===== src/rtl/cartesian_polar_converter_unit_macros.svh =====
// Assertion macros shared by the converter RTL.
`ifndef CARTESIAN_POLAR_CONVERTER_UNIT_MACROS_SVH
`define CARTESIAN_POLAR_CONVERTER_UNIT_MACROS_SVH

// Same-cycle implication, clocked on aclk, off during reset.
`define CPC_ASSERT_IMPL(label, ante, cons, msg) \
    label: assert property (@(posedge aclk) disable iff (!aresetn) (ante) |-> (cons)) else $error(msg);

// Next-cycle implication, clocked on aclk, off during reset.
`define CPC_ASSERT_NEXT(label, ante, cons, msg) \
    label: assert property (@(posedge aclk) disable iff (!aresetn) (ante) |=> (cons)) else $error(msg);

`endif


===== src/rtl/cpc_pkg.sv =====
// Types, constants and helper functions of the cartesian/polar converter.
package cpc_pkg;

    localparam int COORD_BITS   = 12;
    localparam int CORDIC_STEPS = 16;
    localparam int ANGLE_BITS   = 10;
    localparam int OUT_BITS     = 13;
    localparam int FRAC_BITS    = 16;
    localparam int TABLE_LEN    = 24;
    localparam int N_STEPS      = (CORDIC_STEPS > TABLE_LEN) ? TABLE_LEN : CORDIC_STEPS;

    // Datapath width: coordinate, fraction, CORDIC growth, sign and negation headroom.
    localparam int DATA_W = COORD_BITS + FRAC_BITS + 3;
    // Angle accumulator in Q16 degrees, covers +-180 plus the sum of the table.
    localparam int Z_W    = 27;
    localparam int PROD_W = DATA_W + 16;

    localparam int S_TDATA_W = ((3 * COORD_BITS + ANGLE_BITS + 7) / 8) * 8;
    localparam int M_TDATA_W = ((2 * OUT_BITS + 7) / 8) * 8;

    localparam logic [15:0] GAIN_Q16 = 16'd39797;

    typedef enum logic {
        KIND_TO_POLAR = 1'b0,
        KIND_TO_CART  = 1'b1
    } cpc_kind_t;

    typedef struct packed {
        cpc_kind_t                 kind;
        logic                      flip;
        logic                      origin;
        logic signed [DATA_W-1:0]  x;
        logic signed [DATA_W-1:0]  y;
        logic signed [Z_W-1:0]     z;
    } cpc_item_t;

    // atan(2^-idx) in degrees, Q16.
    function automatic logic signed [Z_W-1:0] atan_q16(input int idx);
        logic signed [Z_W-1:0] v;
        case (idx)
            0:       v = Z_W'(2949120);
            1:       v = Z_W'(1740967);
            2:       v = Z_W'(919879);
            3:       v = Z_W'(466945);
            4:       v = Z_W'(234379);
            5:       v = Z_W'(117304);
            6:       v = Z_W'(58666);
            7:       v = Z_W'(29335);
            8:       v = Z_W'(14668);
            9:       v = Z_W'(7334);
            10:      v = Z_W'(3667);
            11:      v = Z_W'(1833);
            12:      v = Z_W'(917);
            13:      v = Z_W'(458);
            14:      v = Z_W'(229);
            15:      v = Z_W'(115);
            16:      v = Z_W'(57);
            17:      v = Z_W'(29);
            18:      v = Z_W'(14);
            19:      v = Z_W'(7);
            20:      v = Z_W'(4);
            21:      v = Z_W'(2);
            22:      v = Z_W'(1);
            default: v = '0;
        endcase
        return v;
    endfunction

    // Q16 to integer, truncated toward zero.
    function automatic logic signed [DATA_W-1:0] q16_trunc(input logic signed [DATA_W-1:0] v);
        logic signed [DATA_W-1:0] b;
        b = v + {{(DATA_W-FRAC_BITS){1'b0}}, {FRAC_BITS{v[DATA_W-1]}}};
        return b >>> FRAC_BITS;
    endfunction

    // Clamp to the output range.
    function automatic logic signed [OUT_BITS-1:0] sat_out(input logic signed [DATA_W-1:0] v);
        logic signed [DATA_W-1:0] hi;
        logic signed [DATA_W-1:0] lo;
        hi = DATA_W'((1 <<< (OUT_BITS - 1)) - 1);
        lo = -hi - DATA_W'(1);
        if (v > hi) begin
            return hi[OUT_BITS-1:0];
        end else if (v < lo) begin
            return lo[OUT_BITS-1:0];
        end
        return v[OUT_BITS-1:0];
    endfunction

endpackage


===== src/rtl/cpc_prep.sv =====
// Input stage: quadrant and angle reduction, gain scaling, Q16 start values.
`include "cartesian_polar_converter_unit_macros.svh"

module cpc_prep import cpc_pkg::*; (
    input  logic                          aclk,
    input  logic                          aresetn,
    input  logic                          in_valid,
    output logic                          in_ready,
    input  cpc_kind_t                     in_kind,
    input  logic signed [COORD_BITS-1:0]  coord_x,
    input  logic signed [COORD_BITS-1:0]  coord_y,
    input  logic        [COORD_BITS-1:0]  radius_in,
    input  logic signed [ANGLE_BITS-1:0]  angle_in,
    output logic                          out_valid,
    input  logic                          out_ready,
    output cpc_item_t                     out_item
);

    localparam logic signed [Z_W-1:0]      Z_180   = Z_W'(180 * 65536);
    localparam logic signed [Z_W-1:0]      Z_90    = Z_W'(90 * 65536);
    localparam logic signed [ANGLE_BITS:0] DEG_90  = (ANGLE_BITS + 1)'(90);
    localparam logic signed [ANGLE_BITS:0] DEG_180 = (ANGLE_BITS + 1)'(180);
    localparam logic signed [ANGLE_BITS:0] DEG_360 = (ANGLE_BITS + 1)'(360);

    logic      valid_reg;
    cpc_item_t item_reg;
    cpc_item_t item_next;

    logic signed [DATA_W-1:0]       xe;
    logic signed [DATA_W-1:0]       ye;
    logic signed [DATA_W-1:0]       x0;
    logic signed [DATA_W-1:0]       y0;
    logic                           neg;
    logic signed [ANGLE_BITS:0]     a0;
    logic signed [ANGLE_BITS:0]     a1;
    logic signed [ANGLE_BITS:0]     a2;
    logic                           fold;
    logic        [COORD_BITS+15:0]  r_prod;

    assign in_ready  = !valid_reg || out_ready;
    assign out_valid = valid_reg;
    assign out_item  = item_reg;

    always_comb begin
        // cartesian side: mirror the left half plane, start the angle at +-180
        xe  = DATA_W'(coord_x);
        ye  = DATA_W'(coord_y);
        neg = coord_x[COORD_BITS-1];
        x0  = neg ? -xe : xe;
        y0  = neg ? -ye : ye;

        // polar side: wrap into -179..180, then fold into -90..90
        a0 = (ANGLE_BITS + 1)'(angle_in);
        if (a0 > DEG_180) begin
            a1 = a0 - DEG_360;
        end else if (a0 <= -DEG_180) begin
            a1 = a0 + DEG_360;
        end else begin
            a1 = a0;
        end
        fold = 1'b0;
        a2   = a1;
        if (a1 > DEG_90) begin
            a2   = a1 - DEG_180;
            fold = 1'b1;
        end else if (a1 < -DEG_90) begin
            a2   = a1 + DEG_180;
            fold = 1'b1;
        end
        r_prod = (COORD_BITS + 16)'(radius_in) * (COORD_BITS + 16)'(GAIN_Q16);

        item_next.kind = in_kind;
        if (in_kind == KIND_TO_POLAR) begin
            item_next.flip   = 1'b0;
            item_next.origin = (coord_x == '0) && (coord_y == '0);
            item_next.x      = x0 <<< FRAC_BITS;
            item_next.y      = y0 <<< FRAC_BITS;
            if (!neg) begin
                item_next.z = '0;
            end else if (coord_y[COORD_BITS-1]) begin
                item_next.z = -Z_180;
            end else begin
                item_next.z = Z_180;
            end
        end else begin
            item_next.flip   = fold;
            item_next.origin = 1'b0;
            item_next.x      = DATA_W'(r_prod);
            item_next.y      = '0;
            item_next.z      = Z_W'(a2) <<< FRAC_BITS;
        end
    end

    always_ff @(posedge aclk) begin
        if (!aresetn) begin
            valid_reg <= 1'b0;
        end else if (in_ready) begin
            valid_reg <= in_valid;
        end
    end

    always_ff @(posedge aclk) begin
        if (in_ready && in_valid) begin
            item_reg <= item_next;
        end
    end

    `CPC_ASSERT_IMPL(a_origin_polar_only, valid_reg && item_reg.origin,
        item_reg.kind == KIND_TO_POLAR, "origin flag on a polar-to-cartesian item")
    `CPC_ASSERT_IMPL(a_vector_x_nonneg, valid_reg && item_reg.kind == KIND_TO_POLAR,
        !item_reg.x[DATA_W-1], "vectoring start x is negative")
    `CPC_ASSERT_IMPL(a_rotate_range, valid_reg && item_reg.kind == KIND_TO_CART,
        item_reg.z <= Z_90 && item_reg.z >= -Z_90 && item_reg.y == '0,
        "rotation start out of range")
    `CPC_ASSERT_NEXT(a_load_kind, in_valid && in_ready && in_kind == KIND_TO_CART,
        valid_reg && item_reg.kind == KIND_TO_CART, "accepted beat not loaded")

endmodule


===== config.mk =====
export PLATFORM = sky130hd
export DESIGN_NAME = cpc_prep
export DESIGN_NICKNAME = d
export VERILOG_FILES = /design/src/rtl/cpc_pkg.sv /design/src/rtl/cpc_prep.sv
export VERILOG_INCLUDE_DIRS = /design/src /design/src/rtl
export SDC_FILE = /design/constraint.sdc
export NUM_CORES = 1
export LEC_CHECK = 0
export BUFFER_PORTS_ARGS = -buffer_cell sky130_fd_sc_hd__clkbuf_2
export CORE_AREA = 3 3 133 148
export CTS_BUF_LIST = sky130_fd_sc_hd__clkbuf_4 sky130_fd_sc_hd__clkbuf_8
export DETAILED_ROUTE_END_ITERATION = 8
export DIE_AREA = 0 0 136 151
export GPL_ROUTABILITY_DRIVEN = 0
export SLEW_MARGIN = 0
export SYNTH_ARGS = -nofsm -noshare
export SYNTH_HDL_FRONTEND = slang
export SYNTH_SLANG_ARGS = --single-unit
export TNS_END_PERCENT = 30

===== constraint.sdc =====
create_clock -name aclk -period 6.1 [get_ports aclk]
set_input_delay 1.22 -clock aclk [delete_from_list [all_inputs] [get_ports aclk]]
set_output_delay 1.22 -clock aclk [all_outputs]
set_load 0.02 [all_outputs]

==> summary.md <==
| Metric | Value |
|---|---|
| Status | finished, final reports clean |
| Number of flops mapped to enable cells by yosys | 60 |
| Die X | 136 microns |
| Boundary pin count | 145 |
| Synth Warn # | 0 |
| Hold Crit Class | reg -> reg |
| RSZ-0062 raised after global routing | yes |
| WP data required | ~6000 ps |
| I/O Buffers | 112 |
| Final worst slack | 247.3 ps |
| Detail-routed net length per standard cell | 14.36 microns |
| Startpoint Class | input port |
| Setup Viol. Count Final | 0 |
| Tmin final | 5853 ps |
| Yosys reg bits | 61 |
| Largest net degree at the start of global routing | 56 |
| Total setup buffers inserted after CTS | 0 |
| Critical path peak fanout | 5 |
| Clk pin slew, worst setup/hold paths | ~70 ps |
| Post-route ant nets | 0 |
| Chip height | 151 microns |
| CP most frequent cell | fa_1 |
| Vias per inst | a little under 5 |
| Synthesized area | around 7500 sq um |
| Hold_buf cts | 0 |
| Total power | 3.844 mW |
| Worst-Skew Late Latency | approximately 340 ps |
| Ys flop type | edfxtp_1 |
| CTS buffer count | 9 |
| Vias | 5586 |
| CTS H-Tree Depth | 3 |
| DR pass1 iterations | 4 |
| Synth-to-layout area growth | 15.05% |
| Max Cap Violations | 0 |
| Sinks on Clock Net | just over 60 |
| # placed instances | 1139 |
| Setup Skew | 6.795 ps |
| Initial antenna violation count | 0 |
| Data arrival, critical path | about 5900 ps |
| CTS tree | built |
| Sequential share of the synthesized area | approximately a quarter |
| Die area | 20540 sq um |
| First-pass GRT wire length | 26.91 mm |
| Max clock buf depth | 2 |
| Nets | 1114 |
| Setup TNS | 0 ps |
| Grt ovf | 0 |
| CP max stage delay | ~550 ps |
| Post-layout util | 47.03% |
| Core ar. | 18350 sq um |
| Power Density | 445.5 nW/um^2 |
| CTS resizes | 0 |
| Crit path kind | in -> reg |
| Post-synthesis cell type with the largest combined area | edfxtp_1 |
| Detailed Place HPWL | approximately 14 mm |
| Post-synth ARST share | 0% |
| Final hold viol count | 0 |
| P_leak | ~4.2 nW |
| CP endpoint kind | flop |
| Post-synthesis cell type count | between 70 and 80 |
| FMAX | roughly 0.17 GHz |
| GRT Resource Usage Total | roughly 16% |
| Drt drc | 0 |
| FP Rows | 52 |
| Vias in the first global route | 5366 |
| Buf/Inv on CP | 6 |
| Synthesized area per cell | roughly 10 sq um |
| Slew Viols, Final | 0 |
| Top-area cell type share of the netlist area | 24.02% |
| Crit path cell chain | clkbuf_2 > inv_1 > fa_1 > fa_1 > inv_1 > fa_1 > fa_1 > inv_1 > fa_1 > inv_1 > ha_1 > and3_1 > nand3_1 > nand3b_1 > nand3_1 > a21oi_1 > nor4_2 > buf_4 > xnor2_1 > a21oi_1 |
| Root buffer cell | clkbuf_8 |
| Starting density of the core | 40.88% |
| # diodes | 0 |
| Routed Wire Length | 16.59 mm |
| Slew @ Worst Pin | 756.4 ps |
| Tcrit/Tclk final | 95.95% |
| Pre-CTS WS | -176.2 ps |
| CP top delay family | adder cells |
| Ratio of cells with drive above 1 in the final layout | 20.18% |
| Worst path slowest cell | fa_1 |
| Worst IR Drop VDD | 0.0002797 V |
| Initial DRC count | 309 |
| Fin cells | 1155 |
| Synth Instances | approximately 760 |
| Dominant cells by area after synthesis | edfxtp_1, fa_1, ha_1, inv_1, buf_4 |
| Rel. slew slack | 49.26% |
==> cell type report <==
type | count | area (sq um)
clock inverter | 4 | 47.55
timing repair buffer | 148 | 830.8
clock buffer | 12 | 158.9
sequential | 61 | 1822
tap | 243 | 304.0
inverter | 133 | 499.2
multi-input combinational | 554 | 4967
fill | 1773 | 9718
==> power breakdown <==
part | internal [mW] | total [mW] | switching [mW]
clock | 0.214 | 0.372 | 0.158
combinational | 1.29 | 2.84 | 1.55
sequential | 0.609 | 0.631 | 0.0219
total | 2.11 | 3.84 | 1.73
==> registers in the layout (all words and copies together), names as in the netlist <==
register   cells
out_item      60
out_valid      1
==> layout by cell type, fill, tap and decap left out, types with 4 or more instances in the layout <==
cell	Yosys	final
clkbuf_8	0	11
nor2b_1	5	5
nand2_1	37	37
o21ai_0	24	24
and3_1	5	5
conb_1	1	35
or3_1	8	8
nand3_1	8	8
clkbuf_2	0	112
fa_1	71	71
a21o_1	10	10
o31ai_1	6	6
a21oi_1	23	23
o21a_1	6	6
xor2_1	15	15
o21bai_1	5	5
a221o_1	4	4
nand4_1	4	4
nand2b_1	6	6
a31oi_1	9	8
nor2_1	48	48
mux2i_1	4	4
a211oi_1	11	11
buf_4	36	36
inv_1	132	132
and2_1	17	16
ha_1	85	85
or4_1	6	6
xnor2_1	20	20
nor3_1	11	11
edfxtp_1	60	60
o21ai_1	4	4
nor3b_1	4	4
==> final timing paths <==
path / cells past startpoint / start / slack [ps] / to
worst min-delay path: 2 / out_valid / 530 / out_valid
worst max register to register: 3 / out_valid / 4330 / out_item[21]
worst min register to register: 2 / out_valid / 530 / out_valid
worst max-delay path: 20 / radius_in[6] / 250 / out_item[80]
==> synth_stat cells, types with 10 or more instances <==
cell      number
nor3_1        11
buf_4         36
o21ai_0       24
a21o_1        10
a21oi_1       23
ha_1          85
nand2_1       37
xor2_1        15
edfxtp_1      60
xnor2_1       20
nor2_1        48
and2_1        17
fa_1          71
inv_1        132
a211oi_1      11
==> kinds of logic after synthesis <==
logic type,Yosys count,synth area share [%]
buf+inv,183,11.39
simple gates,177,12.08
fa+ha+maj,156,33.13
compound gates,146,14.23
flops,61,24.29
xor+xnor,36,4.304
mux,4,0.5338
other cells,1,0.04999
==> per-layer routing <==
metal | vias up | global-route usage [%] | share of wire, %
li1 | 2855 | - | -
met1 | 2571 | 23.74 | 49
met3 | 14 | 2.392 | 5.3
met5 | - | 0 | 0
met4 | 0 | 4.536 | 1.5
met2 | 146 | 25.35 | 44
==> worst reg2reg max path, cell delays in order (launching register included) <==
cell and delay [ps]:
dfxtp_1 310, nand2b_1 90, and2_2 450, buf_4 540
==> metrics by stage <==
step           hold WS [ps]  cell area [sq um]
2_1_floorplan         749.6               7635
3_3_place_gp          519.1               8416
3_5_place_dp          525.8               8416
4_1_cts               537.6               8622
5_1_grt               569.6               8630
6_report              533.7               8630
Power figures use the tool's default switching activity.
