==> src/rtl/cartesian_polar_converter_unit_macros.svh <==
// Assertion macros shared by the converter RTL.
`ifndef CARTESIAN_POLAR_CONVERTER_UNIT_MACROS_SVH
`define CARTESIAN_POLAR_CONVERTER_UNIT_MACROS_SVH

// Same-cycle implication, clocked on aclk, off during reset.
`define CPC_ASSERT_IMPL(label, ante, cons, msg) \
    label: assert property (@(posedge aclk) disable iff (!aresetn) (ante) |-> (cons)) else $error(msg);

// Next-cycle implication, clocked on aclk, off during reset.
`define CPC_ASSERT_NEXT(label, ante, cons, msg) \
    label: assert property (@(posedge aclk) disable iff (!aresetn) (ante) |=> (cons)) else $error(msg);

`endif

==> src/rtl/cpc_pkg.sv <==
// Types, constants and helper functions of the cartesian/polar converter.
package cpc_pkg;

    localparam int COORD_BITS   = 12;
    localparam int CORDIC_STEPS = 16;
    localparam int ANGLE_BITS   = 10;
    localparam int OUT_BITS     = 13;
    localparam int FRAC_BITS    = 16;
    localparam int TABLE_LEN    = 24;
    localparam int N_STEPS      = (CORDIC_STEPS > TABLE_LEN) ? TABLE_LEN : CORDIC_STEPS;

    // Datapath width: coordinate, fraction, CORDIC growth, sign and negation headroom.
    localparam int DATA_W = COORD_BITS + FRAC_BITS + 3;
    // Angle accumulator in Q16 degrees, covers +-180 plus the sum of the table.
    localparam int Z_W    = 27;
    localparam int PROD_W = DATA_W + 16;

    localparam int S_TDATA_W = ((3 * COORD_BITS + ANGLE_BITS + 7) / 8) * 8;
    localparam int M_TDATA_W = ((2 * OUT_BITS + 7) / 8) * 8;

    localparam logic [15:0] GAIN_Q16 = 16'd39797;

    typedef enum logic {
        KIND_TO_POLAR = 1'b0,
        KIND_TO_CART  = 1'b1
    } cpc_kind_t;

    typedef struct packed {
        cpc_kind_t                 kind;
        logic                      flip;
        logic                      origin;
        logic signed [DATA_W-1:0]  x;
        logic signed [DATA_W-1:0]  y;
        logic signed [Z_W-1:0]     z;
    } cpc_item_t;

    // atan(2^-idx) in degrees, Q16.
    function automatic logic signed [Z_W-1:0] atan_q16(input int idx);
        logic signed [Z_W-1:0] v;
        case (idx)
            0:       v = Z_W'(2949120);
            1:       v = Z_W'(1740967);
            2:       v = Z_W'(919879);
            3:       v = Z_W'(466945);
            4:       v = Z_W'(234379);
            5:       v = Z_W'(117304);
            6:       v = Z_W'(58666);
            7:       v = Z_W'(29335);
            8:       v = Z_W'(14668);
            9:       v = Z_W'(7334);
            10:      v = Z_W'(3667);
            11:      v = Z_W'(1833);
            12:      v = Z_W'(917);
            13:      v = Z_W'(458);
            14:      v = Z_W'(229);
            15:      v = Z_W'(115);
            16:      v = Z_W'(57);
            17:      v = Z_W'(29);
            18:      v = Z_W'(14);
            19:      v = Z_W'(7);
            20:      v = Z_W'(4);
            21:      v = Z_W'(2);
            22:      v = Z_W'(1);
            default: v = '0;
        endcase
        return v;
    endfunction

    // Q16 to integer, truncated toward zero.
    function automatic logic signed [DATA_W-1:0] q16_trunc(input logic signed [DATA_W-1:0] v);
        logic signed [DATA_W-1:0] b;
        b = v + {{(DATA_W-FRAC_BITS){1'b0}}, {FRAC_BITS{v[DATA_W-1]}}};
        return b >>> FRAC_BITS;
    endfunction

    // Clamp to the output range.
    function automatic logic signed [OUT_BITS-1:0] sat_out(input logic signed [DATA_W-1:0] v);
        logic signed [DATA_W-1:0] hi;
        logic signed [DATA_W-1:0] lo;
        hi = DATA_W'((1 <<< (OUT_BITS - 1)) - 1);
        lo = -hi - DATA_W'(1);
        if (v > hi) begin
            return hi[OUT_BITS-1:0];
        end else if (v < lo) begin
            return lo[OUT_BITS-1:0];
        end
        return v[OUT_BITS-1:0];
    endfunction

endpackage

==> src/rtl/cpc_post.sv <==
// Output stages: gain multiply, truncation, clamping and result selection.
module cpc_post import cpc_pkg::*; (
    input  logic                         aclk,
    input  logic                         aresetn,
    input  logic                         in_valid,
    output logic                         in_ready,
    input  cpc_item_t                    in_item,
    output logic                         out_valid,
    input  logic                         out_ready,
    output logic signed [OUT_BITS-1:0]   first_value,
    output logic signed [OUT_BITS-1:0]   second_value,
    output logic                         angle_undefined
);

    typedef struct packed {
        cpc_kind_t                 kind;
        logic                      origin;
        logic        [PROD_W-1:0]  prod;
        logic signed [DATA_W-1:0]  tx;
        logic signed [DATA_W-1:0]  ty;
        logic signed [DATA_W-1:0]  ta;
    } post_item_t;

    localparam logic signed [DATA_W-1:0] DEG_180 = DATA_W'(180);

    logic       a_valid_reg;
    post_item_t a_reg;
    post_item_t a_next;
    logic       a_ready;

    logic                        b_valid_reg;
    logic signed [OUT_BITS-1:0]  first_reg;
    logic signed [OUT_BITS-1:0]  second_reg;
    logic                        flag_reg;
    logic signed [OUT_BITS-1:0]  first_next;
    logic signed [OUT_BITS-1:0]  second_next;
    logic                        b_ready;

    logic        [DATA_W-1:0]    x_pos;
    logic signed [DATA_W-1:0]    xf;
    logic signed [DATA_W-1:0]    yf;
    logic signed [DATA_W-1:0]    radius;
    logic signed [DATA_W-1:0]    angle;

    assign b_ready  = !b_valid_reg || out_ready;
    assign a_ready  = !a_valid_reg || b_ready;
    assign in_ready = a_ready;

    always_comb begin
        // negative final x cannot carry a radius; clamp to zero
        x_pos = in_item.x[DATA_W-1] ? '0 : in_item.x;
        xf    = in_item.flip ? -in_item.x : in_item.x;
        yf    = in_item.flip ? -in_item.y : in_item.y;

        a_next.kind   = in_item.kind;
        a_next.origin = in_item.origin;
        a_next.prod   = PROD_W'(x_pos) * PROD_W'(GAIN_Q16);
        a_next.tx     = q16_trunc(xf);
        a_next.ty     = q16_trunc(yf);
        a_next.ta     = q16_trunc(DATA_W'(in_item.z));
    end

    always_ff @(posedge aclk) begin
        if (!aresetn) begin
            a_valid_reg <= 1'b0;
        end else if (a_ready) begin
            a_valid_reg <= in_valid;
        end
    end

    always_ff @(posedge aclk) begin
        if (a_ready && in_valid) begin
            a_reg <= a_next;
        end
    end

    always_comb begin
        radius = DATA_W'(a_reg.prod >> 32);
        if (a_reg.ta > DEG_180) begin
            angle = DEG_180;
        end else if (a_reg.ta < -DEG_180) begin
            angle = -DEG_180;
        end else begin
            angle = a_reg.ta;
        end

        if (a_reg.origin) begin
            first_next  = '0;
            second_next = '0;
        end else if (a_reg.kind == KIND_TO_POLAR) begin
            first_next  = sat_out(radius);
            second_next = sat_out(angle);
        end else begin
            first_next  = sat_out(a_reg.tx);
            second_next = sat_out(a_reg.ty);
        end
    end

    always_ff @(posedge aclk) begin
        if (!aresetn) begin
            b_valid_reg <= 1'b0;
        end else if (b_ready) begin
            b_valid_reg <= a_valid_reg;
        end
    end

    always_ff @(posedge aclk) begin
        if (b_ready && a_valid_reg) begin
            first_reg  <= first_next;
            second_reg <= second_next;
            flag_reg   <= a_reg.origin;
        end
    end

    assign out_valid       = b_valid_reg;
    assign first_value     = first_reg;
    assign second_value    = second_reg;
    assign angle_undefined = flag_reg;

endmodule

==> config.mk <==
export PLATFORM = sky130hd
export DESIGN_NAME = cpc_post
export DESIGN_NICKNAME = d
export VERILOG_FILES = /design/src/rtl/cartesian_polar_converter_unit_macros.svh /design/src/rtl/cpc_pkg.sv /design/src/rtl/cpc_post.sv
export SDC_FILE = /design/constraint.sdc
export NUM_CORES = 1
export LEC_CHECK = 0
export BUFFER_PORTS_ARGS = -buffer_cell sky130_fd_sc_hd__buf_2
export CORE_UTILIZATION = 60
export DETAILED_ROUTE_END_ITERATION = 8
export PLACE_DENSITY_LB_ADDON = 0.05
export SETUP_SLACK_MARGIN = 0.1
export SLEW_MARGIN = 0
export SYNTH_ARGS = -nofsm -noshare
export SYNTH_HDL_FRONTEND = slang
export SYNTH_SLANG_ARGS = --single-unit
==> constraint.sdc <==
create_clock -name aclk -period 9.6 [get_ports aclk]
set_clock_uncertainty 0.1 [all_clocks]
set_input_delay 0.48 -clock aclk [delete_from_list [all_inputs] [get_ports aclk]]
set_output_delay 0.48 -clock aclk [all_outputs]
set_load 0.05 [all_outputs]
==> flow_summary.toml, run 1 <==
[status]
status = "completed"

[sta]
fmax_ghz = 0.139
maxSlewHeadroom_pct = 13.2
period_share_pct = 74.8
fin_crit_ns = 7.18
setup_tns_ns = 0
slew_viol_final = 0
worst_slew_pin_slew_ns = 1.29
rsz0062_at_grt = "false"
finalSetupViolations = 0
worst_slack_ns = 2.42
hold_violations = 0

[setup_path]
r2r-start = "a_reg[3]$_DFFE_PP_"
worstPathRequired_ns = 9.71
critPathCaptureType = "flip-flop"
crit_fanout = 69
worstReg2RegEnd = "second_value[7]$_SDFFCE_PP0P_"
cp-start-kind = "primary input"
critPathKind = "in2reg"
rrSetupSlack_ns = 7.47
r2r_cells = 6
cp.arrival_ns = 7.29

[global_routing]
grt_max_degree = 73
use_met3_pct = 4.42
use_met1_pct = 41.5
grt_first_pass_wirelength_microns = 63300
grt_usage_pct = 30.7
grt_use_met2_pct = 51.1
grt.busiest_layer = "met2"
antenna_found_initial = 0
grt-ovfl-total = 0
first_global_vias = 12300

[synth]
syn_area_sq_um = 15700
synth_cell_types = 72
yosysSeqAreaShare_pct = 16.5
syn_inst = 1714
async_reset_ff_share_pct = 0
synth_top_cell_area_share_pct = 22.4
ys_warn_count = 0
syn_avg_cell_area_sq_um = 9.17
yosys-top-cells-area = "fa_1 22%, edfxtp_1 16%, ha_1 16%"
synth_enable_flop_cells = 85
synth-main-ff-cell = "edfxtp_1"
ys_ff_latch = 87
synth_fp_nets = 2186
yosysTopAreaCell = "fa_1"

[placed_design]
globalplace.congestion = 0.999
hpwl_microns = 33300
dpl-instance-area_sq_um = 16500
place_inst = 2111
dpl_worst_slack_ns = 2.17
port_buffers = 124

[clock_network]
clkTransAtPathRegs_ns = 0.07
htree_levels = 3
cts_root_buffer = "clkbuf_16"
postCtsHoldBufs = 0
cts_sinks = 87
cts-buffers-inserted = 9
clk-insertion-delay-late_ns = 0.34
post_cts_buffers = 0
tritoncts = "yes"
cts-resized-gates = 0
clockBufferDepth = 2

[drt]
first_pass_iters = 5
route.detailed.drc = 0
vias = 12300
drt_wl_total_microns = 39700
routed_via_density = 5.80
wl_per_cell_microns = 18.7
drtIter0Drc = 998
drtAntennaViolNets = 0

[floorplan]
die-area_sq_um = 26800
die_h_microns = 164
core.rowCount = 58
core_area_sq_um = 25400
ios = 125
initial_core_util_pct = 61.8
die_x_microns = 164

[job]
maxCapViolCount = 0

[worst_hold_path]
whs_endpoint = "a_reg[141]$_DFFE_PP_"
hold_depth = 1
hold_path.class = "in2reg"
min_from = "in_item[91]"

[finish]
nets = 2264
multiInputGateArea_sq_um = 11700
drive_gt1_share_pct = 9.96
final_common_cell = "inv_1"
final_cells = 2127
largest_reg_flops = 58
syn_to_final_growth_pct = 7.07
diodes = 0
n_fill_cell = 2121
seq_area_sq_um = 2590
final_cell_area_sq_um = 16800
final_cell_mix = "313 x inv_1, 200 x ha_1, 176 x fa_1"

[power]
p_leak_uw = 0.00825
ir_worst_vdd_v = 0.000298
powerDensity_nw_per_um2 = 206
worst max path at each step:
stage | startpoint | endpoint | cells after the start
4_1_cts | in_item[88] | a_reg[137]$_DFFE_PP_ | 23
2_1_floorplan | in_item[88] | a_reg[138]$_DFFE_PP_ | 24
5_1_grt | in_item[88] | a_reg[137]$_DFFE_PP_ | 23
6_report | in_item[88] | a_reg[137]$_DFFE_PP_ | 23
3_5_place_dp | in_item[88] | a_reg[137]$_DFFE_PP_ | 23
3_3_place_gp | in_item[88] | a_reg[137]$_DFFE_PP_ | 23
final cells by class:
class                   count  share of cell area, %
clock buffers               9                   1.34
clock inverters             7                  0.469
inverters                 313                   6.99
multi-input cells        1250                   69.3
flip-flops and latches     87                   15.4
well taps                 330                   2.45
repair buffers            131                   4.00
stage by stage:
stage	total power [uW]	hold slack [ns]	utilization (%)
floorplan	2410	0.341	-
global placement	3050	0.409	65.0
detailed placement	3080	0.416	65.0
CTS	3450	0.206	66.2
global route	3840	0.210	66.2
finish	3470	0.209	66.2
cells in the mapped netlist, types with 5 or more instances:
cell type  instances
o21a_1            10
inv_1            313
nand2b_1          35
xor2_1            38
or3_1             14
fa_1             176
clkbuf_1          53
o211ai_1           5
nand2_1           82
edfxtp_1          85
a21o_1            42
nor2_1           103
a211oi_1           7
a31oi_1            5
and2_1            18
nand3_1           21
o22ai_1            9
nor2b_1           14
or2_2              9
nor4_1            14
ha_1             200
o41ai_1           15
o21ai_0           56
mux2_2            11
maj3_1            11
or4_1             11
xnor2_1          119
nor3_1            36
a21oi_1           71
o31ai_1           20
a2111oi_0          5
nand4_1           22
layer usage:
metal | share of wire [%] | up-vias
li1 | - | 5913
met1 | 44 | 5966
met2 | 47 | 397
met3 | 6.4 | 66
met4 | 2.7 | 0
met5 | 0 | -
critical path: stages:
cell and delay, ns:
buf_2 0.07, buf_4 0.56, nand2b_1 0.44, inv_1 0.23, ha_1 0.39, fa_1 0.56, inv_1 0.06, fa_1 0.49
inv_1 0.06, fa_1 0.52, inv_1 0.05, fa_1 0.55, inv_1 0.05, ha_1 0.30, ha_1 0.37, a21o_1 0.20
a21o_1 0.19, a21oi_1 0.26, nand4bb_1 0.15, o211ai_1 0.47, a21oi_1 0.23, or4_1 0.45, nand4_1 0.10
power by group:
part,switching (uW),leakage [uW],internal (uW)
registers,20.6,0.000840,510
clock network,163,0.000151,187
logic,1550,0.00725,1040
logic make-up after synthesis:
| group | count (synthesis) | synth area share (%) |
|---|---|---|
| AND/OR/NAND/NOR | 403 | 13.1 |
| adder cells (fa/ha/maj) | 387 | 39.1 |
| buffers and inverters | 377 | 9.28 |
| AO/OA/AOI/OAI | 288 | 12.2 |
| XOR/XNOR | 157 | 8.75 |
| flip-flops | 87 | 16.5 |
| multiplexers | 15 | 1.04 |
Power figures use the tool's default switching activity.
==> run 2, diff against run 1 <==
- clock period: 9.6 -> 7.4 ns (I/O delays scaled with it)
==> run 2 against run 1 <==
Non-clock buffer count up 11. Combinational power up 29%. Critical endpoint is now a_reg[133]$_DFFE_PP_. Design area up 0.61%. Flip-flop and latch count unchanged.
==> flow_summary.toml, run 2 (same netlist as run 1, synthesis figures left out) <==
[sta]
period_share_pct = 92.6
rsz0062_at_grt = "false"
finalSetupViolations = 0
hold_violations = 0
slew_viol_final = 0
fmax_ghz = 0.146
worst_slew_pin_slew_ns = 0.970
maxSlewHeadroom_pct = 34.9
setup_tns_ns = 0
fin_crit_ns = 6.85

[finish]
final_cells = 2140
final_cell_mix = "313 x inv_1, 200 x ha_1, 176 x fa_1"
drive_gt1_share_pct = 10.5
syn_to_final_growth_pct = 7.73
largest_reg_flops = 58
n_fill_cell = 2117
final_common_cell = "inv_1"
nets = 2275

[power]
pwr-share-seq_pct = 15.2
combPwrFrac_pct = 74.0
ir_worst_vdd_v = 0.000403
sw_frac_of_total_pct = 48.7
powerDensity_nw_per_um2 = 267
power_uw = 4510
p_leak_uw = 0.00830
p_int_uw = 2310
power.switching_uw = 2200
clkPwrFrac_pct = 10.8

[setup_path]
crit_chain = "buf_2 > buf_4 > nand2b_1 > inv_1 > and2_1 > maj3_1 > fa_1 > fa_1 > fa_1 > inv_1 > fa_1 > inv_1 > ha_1 > and3_1 > nand4_1 > a2111oi_0 > buf_4 > nand4bb_1 > o211ai_1 > a21boi_0 > o21ai_0 > xnor2_1"
cp-start-kind = "primary input"
critPathCaptureType = "flip-flop"
worstPathRequired_ns = 7.39
cp.arrival_ns = 6.84
slowest_stage = "a2111oi_0"
critPathKind = "in2reg"
critPathBufInv = 6
cpLargestDelayFamily = "adder cells"
max_stage_delay_ns = 0.67
cp_common_cell = "fa_1"
crit_fanout = 26

[clock_network]
tritoncts = "yes"
htree_levels = 3
clk-insertion-delay-late_ns = 0.34
cts-buffers-inserted = 9
postCtsHoldBufs = 0
cts-resized-gates = 0
cts_root_buffer = "clkbuf_16"
cts_sinks = 87
post_cts_buffers = 0
clkTransAtPathRegs_ns = 0.07
clockBufferDepth = 2

[drt]
route.detailed.drc = 0
vias = 12200
drt_wl_total_microns = 38000
routed_via_density = 5.69
wl_per_cell_microns = 17.8
drtIter0Drc = 1027
drtAntennaViolNets = 0
first_pass_iters = 5

[global_routing]
antenna_found_initial = 1
grt_first_pass_wirelength_microns = 61500
grt-ovfl-total = 0
grt_usage_pct = 29.6
grt_max_degree = 73
first_global_vias = 12000

[floorplan]
initial_core_util_pct = 61.8
core_area_sq_um = 25400
ios = 125
core.rowCount = 58
die_x_microns = 164
die-area_sq_um = 26800
die_h_microns = 164

[placed_design]
place_inst = 2121
hpwl_microns = 32500
globalplace.congestion = 0.946
port_buffers = 124

[worst_hold_path]
hold_path.class = "in2reg"

[status]
status = "completed"

[job]
maxCapViolCount = 0
## run 2: changes by cell type in the layout (fill, tap and decap cells not counted), moves of 2 or more
cell / change
buf_4: +10
inv_8: -4
bufinv_16: +2
clkinvlp_4: +2
diode_2: +2
## run 2: path summary, 6_finish.rpt
path	start	slack, ns	cells past startpoint	to
worst max-delay path	in_item[88]	0.55	22	a_reg[133]$_DFFE_PP_
worst min-delay path	in_item[89]	0.11	1	a_reg[140]$_DFFE_PP_
worst max register to register	a_reg[3]$_DFFE_PP_	5.33	6	second_value[5]$_SDFFCE_PP0P_
worst min register to register	a_valid_reg$_SDFFE_PN0N_	0.44	1	out_valid$_SDFFE_PN0P_
## run 2: power groups by stage
stage / logic (uW) / registers [uW] / clock network [uW]
detailed placement: 3280 / 698 / 0
global route: 3840 / 694 / 513
global placement: 3250 / 697 / 0
floorplan: 2410 / 719 / 0
CTS: 3330 / 688 / 494
finish: 3340 / 688 / 487
## run 2: through the flow
step	util, %	instance area [sq um]	setup WS, ns	hold slack (ns)
4_1_cts	66.6	16900	0.546	0.105
5_1_grt	66.6	16900	0.263	0.109
3_5_place_dp	65.3	16600	0.241	0.431
6_report	66.6	16900	0.551	0.114
2_1_floorplan	-	15700	0.322	0.341
3_3_place_gp	65.3	16600	0.327	0.403
## run 2: area by class of cell
type                            instances  area, sq um  share of cell area [%]
Multi-Input combinational cell       1250        11700                    68.9
Sequential cell                        87         2590                    15.3
Inverter                              313         1170                    6.94
Timing Repair Buffer                  142          753                    4.45
Tap cell                              330          413                    2.44
Clock buffer                           10          229                    1.35
Clock inverter                          6         92.6                   0.547
Antenna cell                            2         5.00                  0.0296
## run 2: per-layer routing
metal / part of all wire, % / wire length [microns] / up-vias / GRT usage [%]
li1: - / - / 5933 / -
met1: 45 / 17000 / 5827 / 41.3
met2: 47 / 17800 / 362 / 47.6
met3: 6.8 / 2580 / 47 / 5.91
met4: 1.7 / 657 / 0 / 6.31
met5: 0 / 0 / - / 0
## run 2: worst register-to-register path: cells and delay by family (launching register included)
family	cells	cell delay, ns
adders and majority gates	1	0.31
DFF	1	0.47
AOI/OAI and AO/OA	3	0.69
and+or+nand+nor	2	0.33
